--- src/design/tcpm_pkg.sv ---
// Shared types and constants for the three-class priority mailbox.
// No dependencies; imported by the controller, the datapath and the top level.
package tcpm_pkg;

  localparam int QUEUE_DEPTH = 16;
  localparam int HANDLE_BITS = 16;
  localparam int CLASS_COUNT = 3;
  localparam int PTR_W       = $clog2(QUEUE_DEPTH);
  localparam int CNT_W       = $clog2(QUEUE_DEPTH + 1);

  localparam logic ACT_INSERT = 1'b0;
  localparam logic ACT_READ   = 1'b1;

  typedef enum logic [1:0] {
    ST_OK      = 2'd0,
    ST_NULL    = 2'd1,
    ST_UNKNOWN = 2'd2,
    ST_FULL    = 2'd3
  } status_t;

  typedef enum logic [1:0] {
    CLS_INIT = 2'd0,
    CLS_SYS  = 2'd1,
    CLS_REG  = 2'd2,
    CLS_NONE = 2'd3
  } class_t;

  typedef struct packed {
    logic capture;
    logic exec;
    logic load;
  } dp_cmd_t;

endpackage

--- src/design/tcpm_ctrl.sv ---
// Sequencer for the mailbox: capture a word, execute it, load the result.
// Depends on tcpm_pkg for the datapath command struct.
module tcpm_ctrl (
  input  logic              clk,
  input  logic              rst,
  input  logic              in_valid,
  output logic              in_ready,
  output logic              out_valid,
  input  logic              out_ready,
  output tcpm_pkg::dp_cmd_t cmd
);
  import tcpm_pkg::*;

  typedef enum logic [1:0] {
    S_IDLE,
    S_EXEC,
    S_LOAD
  } state_t;

  state_t state;
  logic   load_ok;

  assign in_ready    = (state == S_IDLE);
  // result slot is free, or is being emptied this cycle
  assign load_ok     = (state == S_LOAD) && (!out_valid || out_ready);
  assign cmd.capture = in_valid && in_ready;
  assign cmd.exec    = (state == S_EXEC);
  assign cmd.load    = load_ok;

  always_ff @(posedge clk) begin
    if (rst) begin
      state     <= S_IDLE;
      out_valid <= 1'b0;
    end else begin
      unique case (state)
        S_IDLE: begin
          if (in_valid) state <= S_EXEC;
        end
        S_EXEC: state <= S_LOAD;
        S_LOAD: begin
          if (load_ok) state <= S_IDLE;
        end
        default: state <= S_IDLE;
      endcase
      if (load_ok) begin
        out_valid <= 1'b1;
      end else if (out_ready) begin
        out_valid <= 1'b0;
      end
    end
  end

endmodule

--- src/design/tcpm_dpath.sv ---
// Datapath of the mailbox: three queue stores, pointers, fill counts, result register.
// Depends on tcpm_pkg; driven by commands from tcpm_ctrl.
module tcpm_dpath (
  input  logic              clk,
  input  logic              rst,
  input  tcpm_pkg::dp_cmd_t cmd,
  input  logic              action,
  input  logic [1:0]        msg_class,
  input  logic [15:0]       msg_handle,
  output logic [1:0]        status,
  output logic [15:0]       read_handle,
  output logic [1:0]        served_class
);
  import tcpm_pkg::*;

  function automatic logic [PTR_W-1:0] next_slot(input logic [PTR_W-1:0] p);
    return (p == PTR_W'(QUEUE_DEPTH - 1)) ? '0 : p + 1'b1;
  endfunction

  // captured word
  logic                   act_q;
  class_t                 cls_q;
  logic [HANDLE_BITS-1:0] hnd_q;

  logic [PTR_W-1:0]       head [CLASS_COUNT];
  logic [PTR_W-1:0]       tail [CLASS_COUNT];
  logic [CNT_W-1:0]       count [CLASS_COUNT];
  logic [HANDLE_BITS-1:0] rdata [CLASS_COUNT];

  logic [CLASS_COUNT-1:0] empty;
  logic [CLASS_COUNT-1:0] full;
  logic [CLASS_COUNT-1:0] write_en;
  logic [CLASS_COUNT-1:0] pop_en;
  logic                   full_sel;
  status_t                ins_status;
  class_t                 pop_cls;

  status_t                res_status;
  class_t                 res_served;

  always_ff @(posedge clk) begin
    if (cmd.capture) begin
      act_q <= action;
      cls_q <= class_t'(msg_class);
      hnd_q <= msg_handle[HANDLE_BITS-1:0];
    end
  end

  assign full_sel = (cls_q == CLS_NONE) ? 1'b0 : full[cls_q];

  always_comb begin
    priority if (hnd_q == '0)       ins_status = ST_NULL;
    else if (cls_q == CLS_NONE)     ins_status = ST_UNKNOWN;
    else if (full_sel)              ins_status = ST_FULL;
    else                            ins_status = ST_OK;
  end

  // strict priority: init, then system, then regular
  always_comb begin
    priority if (!empty[CLS_INIT]) pop_cls = CLS_INIT;
    else if (!empty[CLS_SYS])      pop_cls = CLS_SYS;
    else if (!empty[CLS_REG])      pop_cls = CLS_REG;
    else                           pop_cls = CLS_NONE;
  end

  for (genvar g = 0; g < CLASS_COUNT; g++) begin : g_queue
    logic [HANDLE_BITS-1:0] mem [QUEUE_DEPTH];

    assign empty[g]    = (count[g] == '0);
    assign full[g]     = (count[g] == CNT_W'(QUEUE_DEPTH));
    assign write_en[g] = cmd.exec && (act_q == ACT_INSERT) && (ins_status == ST_OK)
                         && (cls_q == class_t'(g));
    assign pop_en[g]   = cmd.exec && (act_q == ACT_READ) && (pop_cls == class_t'(g));

    always_ff @(posedge clk) begin
      if (write_en[g]) mem[tail[g]] <= hnd_q;
      if (cmd.exec)    rdata[g] <= mem[head[g]];
    end

    always_ff @(posedge clk) begin
      if (rst) begin
        head[g]  <= '0;
        tail[g]  <= '0;
        count[g] <= '0;
      end else begin
        if (write_en[g]) begin
          tail[g]  <= next_slot(tail[g]);
          count[g] <= count[g] + 1'b1;
        end else if (pop_en[g]) begin
          head[g]  <= next_slot(head[g]);
          count[g] <= count[g] - 1'b1;
        end
      end
    end
  end

  always_ff @(posedge clk) begin
    if (cmd.exec) begin
      res_status <= (act_q == ACT_INSERT) ? ins_status : ST_OK;
      res_served <= (act_q == ACT_INSERT) ? CLS_NONE : pop_cls;
    end
  end

  always_ff @(posedge clk) begin
    if (cmd.load) begin
      status       <= res_status;
      served_class <= res_served;
      read_handle  <= (res_served == CLS_NONE) ? '0 : 16'(rdata[res_served]);
    end
  end

endmodule

--- src/design/three_class_priority_mailbox.sv ---
// Three-class strict-priority mailbox (init > system > regular), 16-deep FIFOs.
// An accepted word is executed, then loaded once the result slot is free.
// No new word is accepted until the last one is loaded; this is set by the
// controller's capture/execute/load sequence and the registered store read ports.
// Reset (synchronous, active high) empties all queues and drops any pending result;
// queue store contents are not cleared and need no clearing pass.
module three_class_priority_mailbox (
  input  logic        clk,
  input  logic        rst,
  input  logic        in_valid,
  output logic        in_ready,
  input  logic        action,
  input  logic [1:0]  msg_class,
  input  logic [15:0] msg_handle,
  output logic        out_valid,
  input  logic        out_ready,
  output logic [1:0]  status,
  output logic [15:0] read_handle,
  output logic [1:0]  served_class
);
  import tcpm_pkg::*;

  // one command per phase of a word: capture it, execute it, load its result
  dp_cmd_t cmd;

  // The controller accepts a new word only in idle; the result register in
  // the datapath holds the previous result until it is taken, so a word can
  // be accepted while an earlier result still waits downstream.
  tcpm_ctrl u_ctrl (
    .clk       (clk),
    .rst       (rst),
    .in_valid  (in_valid),
    .in_ready  (in_ready),
    .out_valid (out_valid),
    .out_ready (out_ready),
    .cmd       (cmd)
  );

  // Inserts write the tail of their class's store; reads pop the head of the
  // highest-priority non-empty queue, with the head entry fetched in execute.
  tcpm_dpath u_dpath (
    .clk          (clk),
    .rst          (rst),
    .cmd          (cmd),
    .action       (action),
    .msg_class    (msg_class),
    .msg_handle   (msg_handle),
    .status       (status),
    .read_handle  (read_handle),
    .served_class (served_class)
  );

endmodule

--- config.mk ---
export PLATFORM = sky130hd
export DESIGN_NAME = three_class_priority_mailbox
export DESIGN_NICKNAME = d
export VERILOG_FILES = /design/src/design/tcpm_pkg.sv /design/src/design/tcpm_ctrl.sv /design/src/design/tcpm_dpath.sv /design/src/design/three_class_priority_mailbox.sv
export SDC_FILE = /design/constraint.sdc
export NUM_CORES = 1
export LEC_CHECK = 0
export BUFFER_PORTS_ARGS = -buffer_cell sky130_fd_sc_hd__buf_2
export CAP_MARGIN = 5
export CELL_PAD_IN_SITES_DETAIL_PLACEMENT = 1
export CELL_PAD_IN_SITES_GLOBAL_PLACEMENT = 2
export CORE_UTILIZATION = 55
export DETAILED_ROUTE_END_ITERATION = 6
export HOLD_SLACK_MARGIN = 0.12
export PLACE_DENSITY_LB_ADDON = 0.1
export SYNTH_ARGS = -nofsm -noshare
export SYNTH_HDL_FRONTEND = slang
export SYNTH_SLANG_ARGS = --single-unit
--- constraint.sdc ---
create_clock -name clk -period 9.8 [get_ports clk]
set_input_delay 0.98 -clock clk [delete_from_list [all_inputs] [get_ports clk]]
set_output_delay 0.98 -clock clk [all_outputs]
set_load 0.05 [all_outputs]
==> flow_metrics.tcl, run 1 <==
set metrics [dict create \
    die_h_um 254 \
    viasPerCell 6.33 \
    antenna_cells 0 \
    area_delta_synth_final_pct 12.2 \
    drv_cap 0 \
    track_usage_pct 26.5 \
    synth_top_cell_by_area "edfxtp_1" \
    power_frac_clock_pct 40.2 \
    place.gp.congestion 0.759 \
    swShare_pct 20.5 \
    fillers 5167 \
    synth_common_cells "edfxtp_1, mux4_2, clkbuf_1" \
    crit_path_max_fanout 49 \
    fin_ws_ns 5.97 \
    synth_seq_area_share_pct 77.1 \
    design.die.area_sq_um 64800 \
    fin_util_pct 62.4 \
    fin_setup_tns_ns 0 \
    grt_pass1_wl_um 119000 \
    power_frac_seq_pct 55.6 \
    pre_cts_ws_ns 5.95 \
    io_pins 45 \
    setup_viol 0 \
    fin_nets 1735 \
    synth_edf_count 898 \
    period_share_pct 39.1 \
    yosysMostFrequentCell "edfxtp_1" \
    cts_buffer_depth 3 \
    cts.clk_slew.worst_paths_ns 0.06 \
    p_int_mw 6.17 \
    period_minus_slack_ns 3.83 \
    drtPass1Iterations 5 \
    design_area_sq_um 39400 \
    portBuffers 44 \
    max_slew_margin_pct 16.4 \
    path_class "flip-flop to flip-flop" \
    ys_ff_latch 901 \
    max_freq_mhz 261 \
    drcViolationCount 0 \
    drtIter0Drc 1667 \
    pwr-share-comb_pct 4.1 \
    coreArea_sq_um 63100 \
    reg2reg_slack_ns 5.97 \
    leakagePower_nw 12.4 \
    fin_skew_ns 0.0218 \
    dp.cells 2441 \
    report.power.total_mw 7.76 \
    grt-ovfl-total 0 \
    worstHoldPathType "flip-flop to flip-flop" \
    cp_data_required_time_ns 10.03 \
    antenna_left 0 \
    ctsResizeCount 0 \
    hold_buffers 0 \
    peakVddDrop_mv 0.143 \
    yosysTopAreaCellShare_pct 76.9 \
    yosysWarnings 0 \
    syn_nets 1602 \
    avgSynthCellArea_sq_um 22.6 \
    end_kind "flip-flop" \
    slew_viol_final 0 \
    post_cts_buffers 0 \
    vias 16416 \
    grt_pass1_vias 17268 \
    drt-total-wl_um 82500 \
    synth_ff_type "edfxtp_1" \
    syn-instance-count 1554 \
    grt_max_degree 68 \
    fp.dieW_um 254 \
    synth_cell_types 55 \
    powerDensity_nw_per_um2 197 \
    finalNonFillerCells 2594 \
    status "finished, final reports clean" \
    dp_hpwl_um 47000 \
    synth.area.top_cells "edfxtp_1, mux4_2, ha_1, clkbuf_1, mux2i_1" \
    h-tree-depth 3 \
    cts.sinks 901 \
    hold_violations 0 \
    async_reset_ff_share_pct 0 \
    synth_area_sq_um 35100 \
    placed_cell_area_sq_um 36700 \
    layout-drive-gt1-share_pct 28.3 \
    max_slew.worst_pin.slew_ns 1.25 \
    rows 92 \
    hold_ws_ns 0.452 \
    cts_tree "yes" \
    worstSetupStartpointType "flip-flop" \
    clk_latency_ns 0.62 \
    initial_core_util_pct 55.6 \
    numCtsBuffers 88 \
    cts_root_buffer "clkbuf_16" \
    antenna_found_initial 3 \
    p_switching_mw 1.59 \
    rsz0062_at_grt "false" \
    crit_arrival_ns 4.06 \
    wl_per_cell_um 31.8 \
]
-- metal layers --
| metal | global-route usage, % | vias up | wire, um |
|---|---|---|---|
| met5 | 0 | - | 23 |
| met4 | 6.23 | 4 | 1540 |
| met3 | 5.91 | 117 | 5960 |
| met2 | 43.4 | 588 | 41400 |
| met1 | 36.8 | 8833 | 33600 |
| li1 | - | 6874 | - |
-- flip-flops by register name (all words and copies together) (netlist names) --
register              count
u_dpath.g_queue.mem     768
u_dpath.rdata            48
u_dpath.hnd_q            16
u_dpath.read_handle      16
u_dpath.count            15
u_dpath.head             12
u_dpath.tail             12
u_ctrl.state              2
u_dpath.cls_q             2
u_dpath.res_served        2
u_dpath.res_status        2
u_dpath.served_class      2
u_dpath.status            2
u_ctrl.out_valid          1
u_dpath.act_q             1
-- worst max-delay path: stages, from the launching register on --
cell	delay [ns]
edfxtp_1	0.34
buf_4	0.48
nor4_1	0.17
nand4_1	0.14
buf_4	0.27
nor2b_1	0.81
nor4bb_4	1.19
-- final timing paths --
path                                             from                             to  cells past startpoint
worst min-delay path            u_dpath.res_status[0]              u_dpath.status[0]                      0
worst min register to register  u_dpath.res_status[0]              u_dpath.status[0]                      0
worst max register to register       u_dpath.hnd_q[8]  u_dpath.g_queue[1].mem[1][11]                      6
worst max-delay path                 u_dpath.hnd_q[8]  u_dpath.g_queue[1].mem[1][11]                      6
-- power groups by stage --
stage / Combinational, mW / Sequential, mW / Clock [mW]
after global placement: 0.315 / 4.39 / 0
after global routing: 0.344 / 4.32 / 3.29
after floorplan: 0.181 / 4.41 / 0
after detailed placement: 0.326 / 4.40 / 0
after CTS: 0.326 / 4.32 / 3.17
final: 0.320 / 4.32 / 3.12
-- layout by cell type (no fill, tap or decap), types with 9 or more instances in the layout --
| cell type | n |
|---|---|
| a21oi_1 | 22 |
| inv_1 | 23 |
| clkinv_2 | 9 |
| nand2_1 | 32 |
| clkbuf_1 | 21 |
| clkinv_1 | 23 |
| buf_4 | 77 |
| ha_1 | 24 |
| clkbuf_16 | 89 |
| edfxtp_1 | 898 |
| nand3_1 | 19 |
| and4_1 | 16 |
| o21ai_0 | 28 |
| mux2i_1 | 17 |
| mux4_2 | 240 |
| buf_2 | 44 |
| and3_1 | 20 |
| nor2_1 | 13 |
-- logic make-up (layout without fill, tap and decap cells) --
logic type	count (synthesis)	after routing	synth area share (%)
flops	901	901	77.1
mux	257	257	15.9
simple gates	185	185	3.43
buf+inv	104	298	1.18
compound gates	73	73	1.25
fa+ha+maj	25	25	0.914
xor+xnor	9	9	0.225
-- cell type report --
cell class                 count  area, sq um  area share, %
sequential                   901        27000           68.7
multi-input combinational    549         7740           19.7
clock buffer                 110         2310           5.86
tap                          846         1060           2.69
timing repair buffer         123          825           2.10
clock inverter                41          304          0.773
inverter                      24         90.1          0.229
Note: power is estimated with default switching activity, not from simulation.
==> inputs of run 2 (changes only) <==
- CORE_UTILIZATION: 55 -> 46
- clock period: 9.8 -> 3.2 ns (I/O delays scaled with it)
==> run 2 against run 1 <==
Global-route usage fell by 4.3 points. Register-to-register slack got worse by 5.7 ns. First-iteration DRC count fell by 14%. Highest routed layer unchanged. Largest power group unchanged. Cell area rose by 3.4%. Non-clock buffer count rose by 49. Via count fell by 0.19%. Worst setup slack got worse by 5.7 ns. Power rose to 3.2 times the previous value. Combinational power rose to 3.3 times the previous value.
==> flow_metrics.tcl, run 2 (synthesized netlist as in run 1, its figures left out) <==
set metrics [dict create \
    mostFrequentLayoutCell "edfxtp_1" \
    rr_worst_depth 9 \
    critical_path.max_stage_delay_ns 0.59 \
    slew_viol_final 0 \
    hold_violations 0 \
    fin_util_pct 54.3 \
    clk_latency_ns 0.64 \
    fin_skew_ns 0.0236 \
    initial_core_util_pct 46.8 \
    max_slew_margin_pct 30.0 \
    h-tree-depth 3 \
    power_frac_clock_pct 42.5 \
    power_frac_seq_pct 53.3 \
    die_h_um 278 \
    r2r-start "u_dpath.count[2][1]" \
    drt-total-wl_um 83800 \
    cts.sinks 901 \
    antenna_found_initial 8 \
    dp_hpwl_um 48200 \
    track_usage_pct 22.2 \
    status "finished, final reports clean" \
    final_cell_mix "edfxtp_1, mux4_2, clkbuf_16" \
    crit_end "u_dpath.count[2][4]" \
    portBuffers 44 \
    vias 16384 \
    p_int_mw 19.7 \
    period_minus_slack_ns 2.88 \
    antenna_left 0 \
    powerDensity_nw_per_um2 610 \
    wl_per_cell_um 30.1 \
    drtIter0Drc 1441 \
    rsz0062_at_grt "false" \
    grt-ovfl-total 0 \
    place.gp.congestion 0.758 \
    area_delta_synth_final_pct 16.1 \
    cp_num_buf_inv 1 \
    crit_arrival_ns 3.24 \
    largest_register_ffs 768 \
    reg2reg_to "u_dpath.count[2][4]" \
    cts_buffer_depth 3 \
    setup_viol 0 \
    crit_path_max_fanout 5 \
    worstSetupStartpointType "flip-flop" \
    reg2reg_slack_ns 0.32 \
    period_share_pct 90.1 \
    pwr-share-comb_pct 4.3 \
    worstSetupStartpoint "u_dpath.count[2][1]" \
    fin_setup_tns_ns 0 \
    cp_data_required_time_ns 3.56 \
    drcViolationCount 0 \
    layout-drive-gt1-share_pct 29.9 \
    design.die.area_sq_um 77300 \
    end_kind "flip-flop" \
    grt_pass1_wl_um 122000 \
    path_depth 9 \
    cts_root_buffer "clkbuf_16" \
    min_path_cells 4 \
    coreArea_sq_um 74900 \
    hold_ws_ns 0.243 \
    path_class "flip-flop to flip-flop" \
    cp_slowest_cell "or4_4" \
    numCtsBuffers 94 \
    grt_pass1_vias 17622 \
    cts.clk_slew.worst_paths_ns 0.06 \
    cts_tree "yes" \
    peakVddDrop_mv 0.447 \
    grt_max_degree 68 \
    io_pins 45 \
    leakagePower_nw 12.9 \
    drv_cap 0 \
    viasPerCell 5.88 \
    worstHoldPathType "input pin to flip-flop" \
    fin_nets 1790 \
    drtPass1Iterations 5 \
    max_slew.worst_pin.slew_ns 1.05 \
    crit_family "simple AND/OR/NAND/NOR gates" \
    p_switching_mw 5.17 \
    crit_chain "or4_4 -> o2111ai_2 -> nand2b_1 -> inv_1 -> fa_1 -> a21o_1 -> a21oi_1 -> xnor2_1 -> mux2i_1" \
    rows 100 \
    fp.dieW_um 278 \
    swShare_pct 20.8 \
    max_freq_mhz 347 \
]
run 2: changes by cell type in the layout (fill, tap and decap cells not counted), moves of 2 or more:
cell / before / now
nor4_4: 1 / 5
bufinv_16: 4 / 9
clkinvlp_4: 2 / 5
nor4b_2: 5 / 2
nor4b_4: 1 / 5
clkinv_2: 9 / 16
dlygate4sd3_1: 0 / 22
nor4_2: 4 / 0
buf_12: 0 / 27
clkbuf_16: 89 / 94
buf_4: 77 / 79
run 2: power by group through the flow:
| stage | Clock [mW] | Sequential [mW] | Combinational [mW] |
|---|---|---|---|
| detailed placement | 0 | 13.5 | 1.06 |
| floorplan | 0 | 13.5 | 0.559 |
| CTS | 10.8 | 13.2 | 1.08 |
| global route | 11.2 | 13.2 | 1.14 |
| finish | 10.5 | 13.2 | 1.06 |
| global placement | 0 | 13.5 | 1.03 |
run 2: worst min-delay path by stage:
stage | startpoint | to | slack [ns]
floorplan | u_dpath.res_status[0] | u_dpath.status[0] | 0.40
global placement | u_dpath.res_status[1] | u_dpath.status[1] | 0.41
detailed placement | u_dpath.res_status[1] | u_dpath.status[1] | 0.41
CTS | out_ready | u_ctrl.state[1] | 0.21
global route | out_ready | u_ctrl.state[1] | 0.29
finish | out_ready | u_ctrl.state[1] | 0.24
run 2: worst register-to-register path, stage by stage (launching register included):
cell       delay (ns)
edfxtp_1         0.44
or4_4            0.59
o2111ai_2        0.26
nand2b_1         0.17
inv_1            0.11
fa_1             0.43
a21o_1           0.20
a21oi_1          0.17
xnor2_1          0.16
mux2i_1          0.10
run 2: metal layers:
metal | up-vias | wire (um) | global-route usage, %
li1 | 6999 | - | -
met1 | 8909 | 36100 | 30.9
met2 | 374 | 41800 | 36.9
met3 | 100 | 4600 | 3.61
met4 | 2 | 1290 | 5.23
met5 | - | 20 | 0
run 2: stage by stage:
step / cells / setup slack, ns / instance area (sq um) / power, mW
final: 2786 / 0.318 / 40700 / 24.8
after global routing: 2785 / 0.0274 / 40700 / 25.5
after CTS: 2785 / 0.147 / 40700 / 25.1
after detailed placement: 2593 / 0.179 / 37500 / 14.5
after global placement: 2593 / 0.217 / 37500 / 14.5
after floorplan: 1554 / -0.164 / 35100 / 14.1
run 2: repair_timing:
item | CTS | global route
setup buffers | 0 | 0
setup endpoints to repair | 0 | 1
hold buffers | 22 | 0
gates resized for setup | 0 | 3
endpoints found under the hold margin | 21 | 0
run 2: layout make-up:
cell class / instances / area [sq um]
inverter: 24 / 93.8
clock buffer: 114 / 2430
tap: 969 / 1210
antenna: 1 / 2.50
sequential: 901 / 27000
multi-input combinational: 549 / 7830
timing repair buffer: 172 / 1570
fill: 6376 / 34300
clock inverter: 56 / 523
==> inputs of run 3 (changes only) <==
- CORE_UTILIZATION: 46 -> 55
- clock period: 3.2 -> 3.4 ns (I/O delays scaled with it)
==> run 3 against run 2 <==
Critical path depth did not move. Core utilization rose by 9.3 points. Clock skew rose by 0.0036 ns. Routed wire length down 3.8%. Combinational power down 7%. Clock power is 5% lower. Hold slack got worse by 0.072 ns. Highest routed layer is now met4. Largest power group unchanged. Largest cell class unchanged. Cell area decreased by 1.4%.
==> flow_metrics.tcl, run 3 (synthesized netlist as in run 1, its figures left out) <==
set metrics [dict create \
    fin_skew_ns 0.0272 \
    reg2reg_slack_ns 0.23 \
    rows 92 \
    rsz0062_at_grt "false" \
    max_slew.worst_pin.slew_ns 1.11 \
    fp.dieW_um 254 \
    grt_pass1_wl_um 117000 \
    design_area_sq_um 40100 \
    drcViolationCount 0 \
    dr_wl_met2_um 39300 \
    viasPerCell 6.26 \
    max_slew_margin_pct 26.1 \
    wl_per_cell_um 30.6 \
    grt-ovfl-total 0 \
    track_usage_pct 25.7 \
    cts_tree "yes" \
    peakVddDrop_mv 0.464 \
    cts.clk_slew.worst_paths_ns 0.06 \
    portBuffers 44 \
    design.die.area_sq_um 64800 \
    die_h_um 254 \
    coreArea_sq_um 63100 \
    initial_core_util_pct 55.6 \
    drv_cap 0 \
    cts_buffer_depth 3 \
    period_minus_slack_ns 3.17 \
    wl_met1_um 34900 \
    cts_root_buffer "clkbuf_16" \
    mostFrequentLayoutCell "edfxtp_1" \
    setup_viol 0 \
    path_class "flip-flop to flip-flop" \
    top_layer "met4" \
    io_pins 45 \
    area_delta_synth_final_pct 14.5 \
    layout-drive-gt1-share_pct 29.4 \
    powerDensity_nw_per_um2 583 \
    status "finished, final reports clean" \
    fin_util_pct 63.6 \
    final_cell_mix "edfxtp_1, mux4_2, clkbuf_16" \
    h-tree-depth 3 \
    dp_hpwl_um 47800 \
    antenna_left 0 \
    largest_register_ffs 768 \
    placed_cell_area_sq_um 36900 \
    place.gp.congestion 0.777 \
    fillers 5062 \
    max_freq_mhz 316 \
    antenna_found_initial 3 \
    vias 16482 \
    grt_pass1_vias 17125 \
    fin_nets 1761 \
    leakagePower_nw 12.7 \
    drtPass1Iterations 5 \
    hold_violations 0 \
    drt-total-wl_um 80600 \
    grt_max_degree 68 \
    fin_setup_tns_ns 0 \
    numCtsBuffers 90 \
    wl_met3_um 5130 \
    antenna_cells 0 \
    clk_latency_ns 0.64 \
    period_share_pct 93.1 \
    end_kind "flip-flop" \
    slew_viol_final 0 \
    drtIter0Drc 1595 \
    cp_data_required_time_ns 3.76 \
    worstHoldPathType "input pin to flip-flop" \
    cts.sinks 901 \
    crit_path_max_fanout 8 \
    crit_arrival_ns 3.53 \
    worstSetupStartpointType "flip-flop" \
]
-- run 3: cell count changes in the layout (fill, tap and decap cells not counted), moves of 2 or more --
cell       before  now
buf_12         27    9
clkbuf_1       20    9
buf_4          79   72
clkinv_2       16   22
bufinv_16       9   12
clkbuf_16      94   91
clkinv_8        0    2
-- run 3: power by group --
part | switching (mW) | internal, mW
Sequential | 0.106 | 12.4
Combinational | 0.602 | 0.384
Clock | 4.14 | 5.82
Total | 4.85 | 18.6
-- run 3: final cells by class --
type / instances / area, sq um / area share, %
Multi-Input combinational cell: 549 / 7830 / 19.5
Timing Repair Buffer: 147 / 1160 / 2.89
Clock buffer: 100 / 2310 / 5.76
Clock inverter: 65 / 653 / 1.63
Tap cell: 846 / 1060 / 2.64
Sequential cell: 901 / 27000 / 67.3
Inverter: 24 / 93.8 / 0.234
-- run 3: through the flow --
step / total power, mW / cells / setup slack [ns] / hold slack, ns
floorplan: 13.2 / 1554 / 0.0358 / 0.400
global placement: 13.6 / 2445 / 0.196 / 0.436
detailed placement: 13.7 / 2445 / 0.0862 / 0.421
CTS: 23.6 / 2632 / 0.0419 / 0.140
global route: 24.0 / 2632 / 0.0649 / 0.149
finish: 23.4 / 2632 / 0.234 / 0.171
-- run 3: worst paths after layout --
check,startpoint,end,cells past startpoint
worst max register to register,u_dpath.count[2][0],u_dpath.count[2][4],9
worst max-delay path,u_dpath.count[2][0],u_dpath.count[2][4],9
worst min register to register,u_dpath.res_status[1],u_dpath.status[1],0
worst min-delay path,rst,u_dpath.count[2][2],2
-- run 3: critical path: stages (launching register included) --
cell       delay [ns]
edfxtp_1         0.45
or4_1            0.67
o2111ai_2        0.27
nand2b_2         0.26
inv_1            0.15
fa_1             0.43
a21o_1           0.19
a21oi_1          0.19
xnor2_1          0.17
mux2i_1          0.10
-- run 3: repair_timing --
action                                 4_1_cts  5_1_grt
setup buffers                                0        0
hold buffers                                22        0
endpoints found under the hold margin       21        0
setup endpoints to repair                    0        2
resized for setup                            0        3
-- run 3: routing by layer --
metal	vias to the layer above	track usage, %
li1	6927	-
met1	8907	38.3
met2	550	40.7
met3	98	4.09
met4	0	6.04
met5	-	0
